## src/design/lrupr_pkg.sv

```systemverilog
package lrupr_pkg;

	// default geometry of the recency stack
	localparam int FRAMES_DEF    = 8;
	localparam int PAGE_BITS_DEF = 16;

	// fixed field widths
	localparam int PAGE_IN_W = 16;
	localparam int CFG_W     = 4;
	localparam int FAULT_W   = 32;

	// frame count after reset
	localparam logic [CFG_W-1:0] NUM_FRAMES_RST = CFG_W'(8);

	// per-transaction control broadcast to every cell
	typedef struct packed {
		logic take;   // a reference is accepted this cycle
		logic shift;  // hit, or miss with all frames taken: close gap and put page on top
	} lrupr_ctl_t;

endpackage

```

## src/design/lrupr_cell.sv

```systemverilog
module lrupr_cell #(
	parameter int FRAMES    = lrupr_pkg::FRAMES_DEF,
	parameter int PAGE_BITS = lrupr_pkg::PAGE_BITS_DEF,
	parameter int IDX       = 0
) (
	input  logic                             clk,
	input  lrupr_pkg::lrupr_ctl_t            ctl,
	input  logic [$clog2(FRAMES+1)-1:0]      count,
	input  logic [PAGE_BITS-1:0]             page,
	input  logic [PAGE_BITS-1:0]             nbr,
	input  logic                             seen_in,
	output logic                             seen_out,
	output logic                             match,
	output logic [PAGE_BITS-1:0]             val
);
	import lrupr_pkg::*;

	localparam int CW = $clog2(FRAMES + 1);
	localparam logic [CW-1:0] POS_C  = CW'(IDX);
	localparam logic [CW-1:0] POS1_C = CW'(IDX + 1);

	logic [PAGE_BITS-1:0] val_q;
	logic in_range;
	logic is_last;
	logic is_next;

	// position of this cell relative to the occupied part of the stack
	assign in_range = POS_C < count;
	assign is_last  = count == POS1_C;
	assign is_next  = count == POS_C;

	// compare and pass the shift-start mark upwards
	assign match    = in_range && (val_q == page);
	assign seen_out = seen_in | match;
	assign val      = val_q;

	// shift down from the neighbour above, or load the referenced page
	always_ff @(posedge clk) begin
		if (ctl.take) begin
			if (ctl.shift && is_last) begin
				val_q <= page;
			end else if (ctl.shift && in_range && seen_out) begin
				val_q <= nbr;
			end else if (!ctl.shift && is_next) begin
				val_q <= page;
			end
		end
	end

endmodule

```

## src/design/lru_page_replacement.sv

```systemverilog
// channel  | dir | tdata               | tuser | tlast
// s_*      | in  | [15:0] page_number  | -     | -
// m_*      | out | [31:0] fault_count  | [0] hit | -
// cfg_*    | in  | [3:0] num_frames    | -     | -
//
// one reference per cycle unless the output stalls; all cells compare and shift at once
// the result appears in the output register in the cycle after the reference is taken
// a new reference is taken while the output register is empty or being emptied
// reset empties the stack, clears the fault counter and sets num_frames to 8
// stack contents are not reset; only entries below the occupied count are compared
module lru_page_replacement #(
	parameter int FRAMES    = lrupr_pkg::FRAMES_DEF,
	parameter int PAGE_BITS = lrupr_pkg::PAGE_BITS_DEF
) (
	input  logic                             clk,
	input  logic                             arst_n,
	input  logic                             s_tvalid,
	output logic                             s_tready,
	input  logic [lrupr_pkg::PAGE_IN_W-1:0]  s_tdata,   // [15:0] page_number
	output logic                             m_tvalid,
	input  logic                             m_tready,
	output logic [lrupr_pkg::FAULT_W-1:0]    m_tdata,   // [31:0] fault_count
	output logic                             m_tuser,   // [0] hit
	input  logic                             cfg_we,
	input  logic [lrupr_pkg::CFG_W-1:0]      cfg_wdata  // [3:0] num_frames
);
	import lrupr_pkg::*;

	localparam int CW = $clog2(FRAMES + 1);

	logic [CFG_W-1:0]     num_frames_q;
	logic [CW-1:0]        count_q;
	logic [FAULT_W-1:0]   fault_q;
	logic                 out_valid_q;
	logic                 out_hit_q;
	logic [FAULT_W-1:0]   out_fault_q;

	logic [PAGE_BITS-1:0] page;
	logic [CW-1:0]        limit;
	logic                 full;
	logic                 take;
	logic                 hit;
	logic [FAULT_W-1:0]   fault_nxt;
	lrupr_ctl_t           ctl;

	logic [FRAMES-1:0]    match;
	logic [FRAMES-1:0]    seen;
	logic [PAGE_BITS-1:0] vals [FRAMES];

	// input side
	assign page     = PAGE_BITS'(s_tdata);
	assign s_tready = !out_valid_q || m_tready;
	assign take     = s_tvalid && s_tready;

	// effective frame count: zero acts as one, above FRAMES acts as FRAMES
	always_comb begin
		if (num_frames_q == '0) begin
			limit = CW'(1);
		end else if (32'(num_frames_q) > 32'(FRAMES)) begin
			limit = CW'(FRAMES);
		end else begin
			limit = CW'(num_frames_q);
		end
	end

	assign full      = count_q >= limit;
	assign hit       = |match;
	assign ctl.take  = take;
	assign ctl.shift = hit || full;
	assign fault_nxt = (hit || fault_q == '1) ? fault_q : fault_q + FAULT_W'(1);

	// row of cells, shift mark starts at the bottom on an eviction
	assign seen[0] = !hit;

	for (genvar i = 0; i < FRAMES; i++) begin : g_cell
		logic [PAGE_BITS-1:0] nbr;
		logic                 seen_out;

		if (i < FRAMES - 1) begin : g_mid
			assign nbr         = vals[i+1];
			assign seen[i+1]   = seen_out;
		end else begin : g_top
			assign nbr = '0;
		end

		lrupr_cell #(
			.FRAMES    (FRAMES),
			.PAGE_BITS (PAGE_BITS),
			.IDX       (i)
		) u_cell (
			.clk      (clk),
			.ctl      (ctl),
			.count    (count_q),
			.page     (page),
			.nbr      (nbr),
			.seen_in  (seen[i]),
			.seen_out (seen_out),
			.match    (match[i]),
			.val      (vals[i])
		);
	end

	// configuration register
	always_ff @(posedge clk or negedge arst_n) begin
		if (!arst_n) begin
			num_frames_q <= NUM_FRAMES_RST;
		end else if (cfg_we) begin
			num_frames_q <= cfg_wdata;
		end
	end

	// occupancy and fault counter
	always_ff @(posedge clk or negedge arst_n) begin
		if (!arst_n) begin
			count_q <= '0;
			fault_q <= '0;
		end else if (take) begin
			fault_q <= fault_nxt;
			if (!hit && !full) begin
				count_q <= count_q + CW'(1);
			end
		end
	end

	// output register control
	always_ff @(posedge clk or negedge arst_n) begin
		if (!arst_n) begin
			out_valid_q <= 1'b0;
		end else if (take) begin
			out_valid_q <= 1'b1;
		end else if (m_tready) begin
			out_valid_q <= 1'b0;
		end
	end

	// output register payload
	always_ff @(posedge clk) begin
		if (take) begin
			out_hit_q   <= hit;
			out_fault_q <= fault_nxt;
		end
	end

	assign m_tvalid = out_valid_q;
	assign m_tuser  = out_hit_q;
	assign m_tdata  = out_fault_q;

`ifndef SYNTH
	// occupancy never goes past the number of cells
	a_count_range: assert property (@(posedge clk) disable iff (!arst_n)
		32'(count_q) <= 32'(FRAMES))
		else $error("occupied count exceeds frame count");

	// a page is held in at most one occupied cell
	a_single_match: assert property (@(posedge clk) disable iff (!arst_n)
		$onehot0(match))
		else $error("page resident in more than one frame");

	// a miss advances the fault counter unless it is saturated
	a_fault_step: assert property (@(posedge clk) disable iff (!arst_n)
		(take && !hit) |=> (fault_q == $past(fault_q) + FAULT_W'(1)) || ($past(fault_q) == '1))
		else $error("fault counter did not advance on a miss");

	// a hit leaves the occupancy unchanged
	a_hit_count: assert property (@(posedge clk) disable iff (!arst_n)
		(take && hit) |=> $stable(count_q))
		else $error("occupancy changed on a hit");
`endif

endmodule
```

## config.mk

```make
export PLATFORM = sky130hd
export DESIGN_NAME = lru_page_replacement
export DESIGN_NICKNAME = d
export VERILOG_FILES = /design/src/design/lrupr_pkg.sv /design/src/design/lrupr_cell.sv /design/src/design/lru_page_replacement.sv
export SDC_FILE = /design/constraint.sdc
export NUM_CORES = 1
export LEC_CHECK = 0
export ABC_AREA = 1
export BUFFER_PORTS_ARGS = -buffer_cell sky130_fd_sc_hd__buf_4
export CELL_PAD_IN_SITES_DETAIL_PLACEMENT = 0
export CELL_PAD_IN_SITES_GLOBAL_PLACEMENT = 2
export CORE_ASPECT_RATIO = 0.9
export CORE_MARGIN = 4
export CORE_UTILIZATION = 38
export DETAILED_ROUTE_END_ITERATION = 12
export PLACE_DENSITY_LB_ADDON = 0.1
export SLEW_MARGIN = 15
export SYNTH_ARGS = -nofsm -noshare
export SYNTH_HDL_FRONTEND = slang
export SYNTH_SLANG_ARGS = --single-unit
```

## constraint.sdc

```tcl
create_clock -name clk -period 4.1 [get_ports clk]
set_clock_uncertainty 0.05 [all_clocks]
set_input_delay 0.41 -clock clk [delete_from_list [all_inputs] [get_ports clk]]
set_output_delay 0.41 -clock clk [all_outputs]
set_load 0.01 [all_outputs]
```

==> reports/qor.yml <==
clock_tree:
  cts_tree: "yes"
  clock_latency_ps: 540
  cts.path.max_buffers: 3
  postCtsResizedCells: 0
  clk_pin_slew_ps: 60
  numCtsBuffers: 25
  cts-root-buf: "clkbuf_16"
  htree_levels: 1
  clock-sinks: 202
timing:
  worst_pin_slew_ps: 980.3
  drv_slew: 0
  slew_headroom_pct: 34.14
  hold_viol: 0
  fin_crit_sh_pct: 78.11
  final-setup-viol-count: 0
  tns_ps: 0
  rsz0062_at_grt: "false"
  period_needed_ps: 3203
  fmax_mhz: 312.3
layout:
  n_antenna_cell: 0
  drive_gt1_share_pct: 11.98
  nNetsFinal: 1617
  area_growth_pct: 13.60
  fin_cells: 2019
drt:
  drc: 0
  firstDrtPassIters: 6
  vias: 10170
  via_per_inst: 5.039
  routed_wl_um: 38230
  ant_nets: 0
  wl_per_cell_um: 18.93
  drt_first_iter_violations: 877
synth:
  synth_most_common_cell: "nand2_1"
  avgSynthCellArea_um2: 7.976
  synthArstFlopShare_pct: 20.30
  synthTopCellsByArea: "edfxtp_1 (39%), nand2_1 (16%), dfrtp_1 (8.2%)"
  synthCells: 1535
  synth_edf_count: 161
  ys_seq_area_share_pct: 47.88
  ys_ff_latch: 202
  ys_types: 46
  synthTopCellsByCount: "nand2_1 (536), edfxtp_1 (161), nor2_1 (160), inv_1 (129), o21ai_1 (68)"
  yosys.area.top_type: "edfxtp_1"
  yosysWarnings: 0
  netlist.area_leader.share_pct: 39.49
  synth_ff_type: "edfxtp_1"
  synth.net_count: 1568
  syn_area_um2: 12240
pwr:
  combPwrFrac_pct: 38.5
  power_density_nw_per_um2: 691.5
  leakagePower_nw: 6.042
  intPower_mw: 5.749
  max-vdd-ir-drop_v: 0.0002822
  swShare_pct: 40.23
  p_clk_share_pct: 24.3
  seq_power_share_pct: 37.2
  switching_power_mw: 3.869
worst_setup_path:
  path_delay_family: "compound AO/OA/AOI/OAI gates"
  critPathLaunch: "count_q[0]"
  cp-end-kind: "register"
  path_cells: "inv_1 -> ha_1 -> inv_1 -> a21boi_0 -> o21ai_0 -> nand2_1 -> a21oi_1 -> nand3_4 -> nand2_2 -> inv_2 -> a21oi_1 -> buf_4"
  r2r-start: "count_q[0]"
  critical_path_buf_inv_count: 4
  cp-start-kind: "register"
  critPathMaxStageDelay_ps: 430
  critPathArrivalTime_ps: 3360
  path_class: "reg2reg"
  worst-path-max-fanout: 17
  cpMaxStageDelayCell: "a21oi_1"
  cp_data_required_time_ps: 4260
global_route:
  grt_pass1_vias: 9660
  grt_overflow: 0
  grt_pass1_wl_um: 58370
  antenna_found_initial: 0
  grt_max_degree: 69
  grt_usage_pct: 21.54
placement:
  gp_congestion: 0.9386
  portBuffers: 59
  dp.cells: 1972
  hpwl_um: 28780
die:
  coreArea_um2: 31880
  fp.dieArea_um2: 35160
  initial_core_util_pct: 38.40
  rows: 62
  die_h_um: 178.3
  ios: 60
  die_w_um: 197.2
min_path:
  hp-start: "cfg_wdata[2]"
  hp-class: "in2reg"
outcome:
  status: "finished clean"
flow_run:
  max_cap_viol_count: 0
## worst paths after layout
| path | to | slack (ps) | depth (start not counted) |
|---|---|---|---|
| setup / recovery | g_cell[1].u_cell.val[12] | 900 | 12 |
| hold reg to reg | num_frames_q[0] | 470 | 1 |
| setup reg to reg | g_cell[1].u_cell.val[12] | 900 | 12 |
| hold / removal | num_frames_q[2] | 50 | 3 |
| min in group asynchronous | fault_q[23] | 370 | 2 |
| max in group asynchronous | fault_q[0] | 3210 | 2 |
## layout by cell type (no fill, tap or decap), types with 6 or more instances in the layout
master	instances
clkinv_2	6
nand4_1	40
nor3_1	21
nand2_1	536
a31oi_1	15
buf_4	79
nand2_4	6
nor4_1	8
nand3_1	65
a21oi_1	22
inv_2	18
edfxtp_1	161
o21ai_0	37
xnor2_1	44
o21ai_1	68
nand2_2	9
clkbuf_16	25
nor2_1	160
o21ai_2	8
inv_1	129
dfrtp_1	40
xor2_1	34
nor2_2	6
ha_1	8
## stage by stage
step	hold slack, ps	power (mW)	setup slack, ps	instance area (um2)	util (%)
4_1_cts	33.11	9.725	888.8	13910	43.62
3_5_place_dp	410.9	7.341	771.5	13030	40.88
5_1_grt	50.63	10.30	680.3	13910	43.62
2_1_floorplan	64.41	6.172	899.3	12240	-
3_3_place_gp	410.3	7.324	815.8	13030	40.88
6_report	46.57	9.618	897.5	13910	43.62
## power by group through the flow
stage / Clock (mW) / Sequential [mW] / Combinational, mW
2_1_floorplan: 0 / 3.50 / 2.68
3_3_place_gp: 0 / 3.61 / 3.72
3_5_place_dp: 0 / 3.61 / 3.73
4_1_cts: 2.40 / 3.58 / 3.75
5_1_grt: 2.48 / 3.65 / 4.16
6_report: 2.34 / 3.58 / 3.70
## cell type report
type                            count  area, um2
Clock buffer                       33      695.7
Clock inverter                     13      168.9
Fill cell                        3169      17970
Inverter                          151      573.1
Multi-Input combinational cell   1123       5465
Sequential cell                   202       5862
Tap cell                          416      520.5
Timing Repair Buffer               81      623.1
## registers in the layout, indices dropped and copies added (netlist names)
register / count
count_q: 4
fault_q: 32
g_cell.u_cell.val: 128
m_tdata: 32
m_tuser: 1
m_tvalid: 1
num_frames_q: 4
## layer usage
| metal | GRT usage (%) | wire (um) | vias to the layer above |
|---|---|---|---|
| li1 | - | - | 5098 |
| met1 | 32.87 | 19350 | 4786 |
| met2 | 32.52 | 16150 | 241 |
| met3 | 3.059 | 1842 | 49 |
| met4 | 4.737 | 889 | 0 |
| met5 | 0 | 0 | - |
## what timing repair did
| action | 4_1_cts | 5_1_grt |
|---|---|---|
| endpoints found under the hold margin | 40 | 0 |
| buffers inserted | 0 | 0 |
| hold buffers | 1 | 0 |
## tightest hold or removal path, cell delays in order
cell     delay [ps]
buf_4            70
nand2_1          30
o21ai_0          60
## kinds of logic after synthesis
logic type | count (synthesis) | synth area share (%)
AND/OR/NAND/NOR | 874 | 30.76
multiplexers | 1 | 0.09197
AO/OA/AOI/OAI | 162 | 7.195
buffers and inverters | 210 | 7.675
adder cells (fa/ha/maj) | 8 | 0.8176
flip-flops | 202 | 47.88
XOR/XNOR | 78 | 5.580
Note: power is estimated with default switching activity, not from simulation.
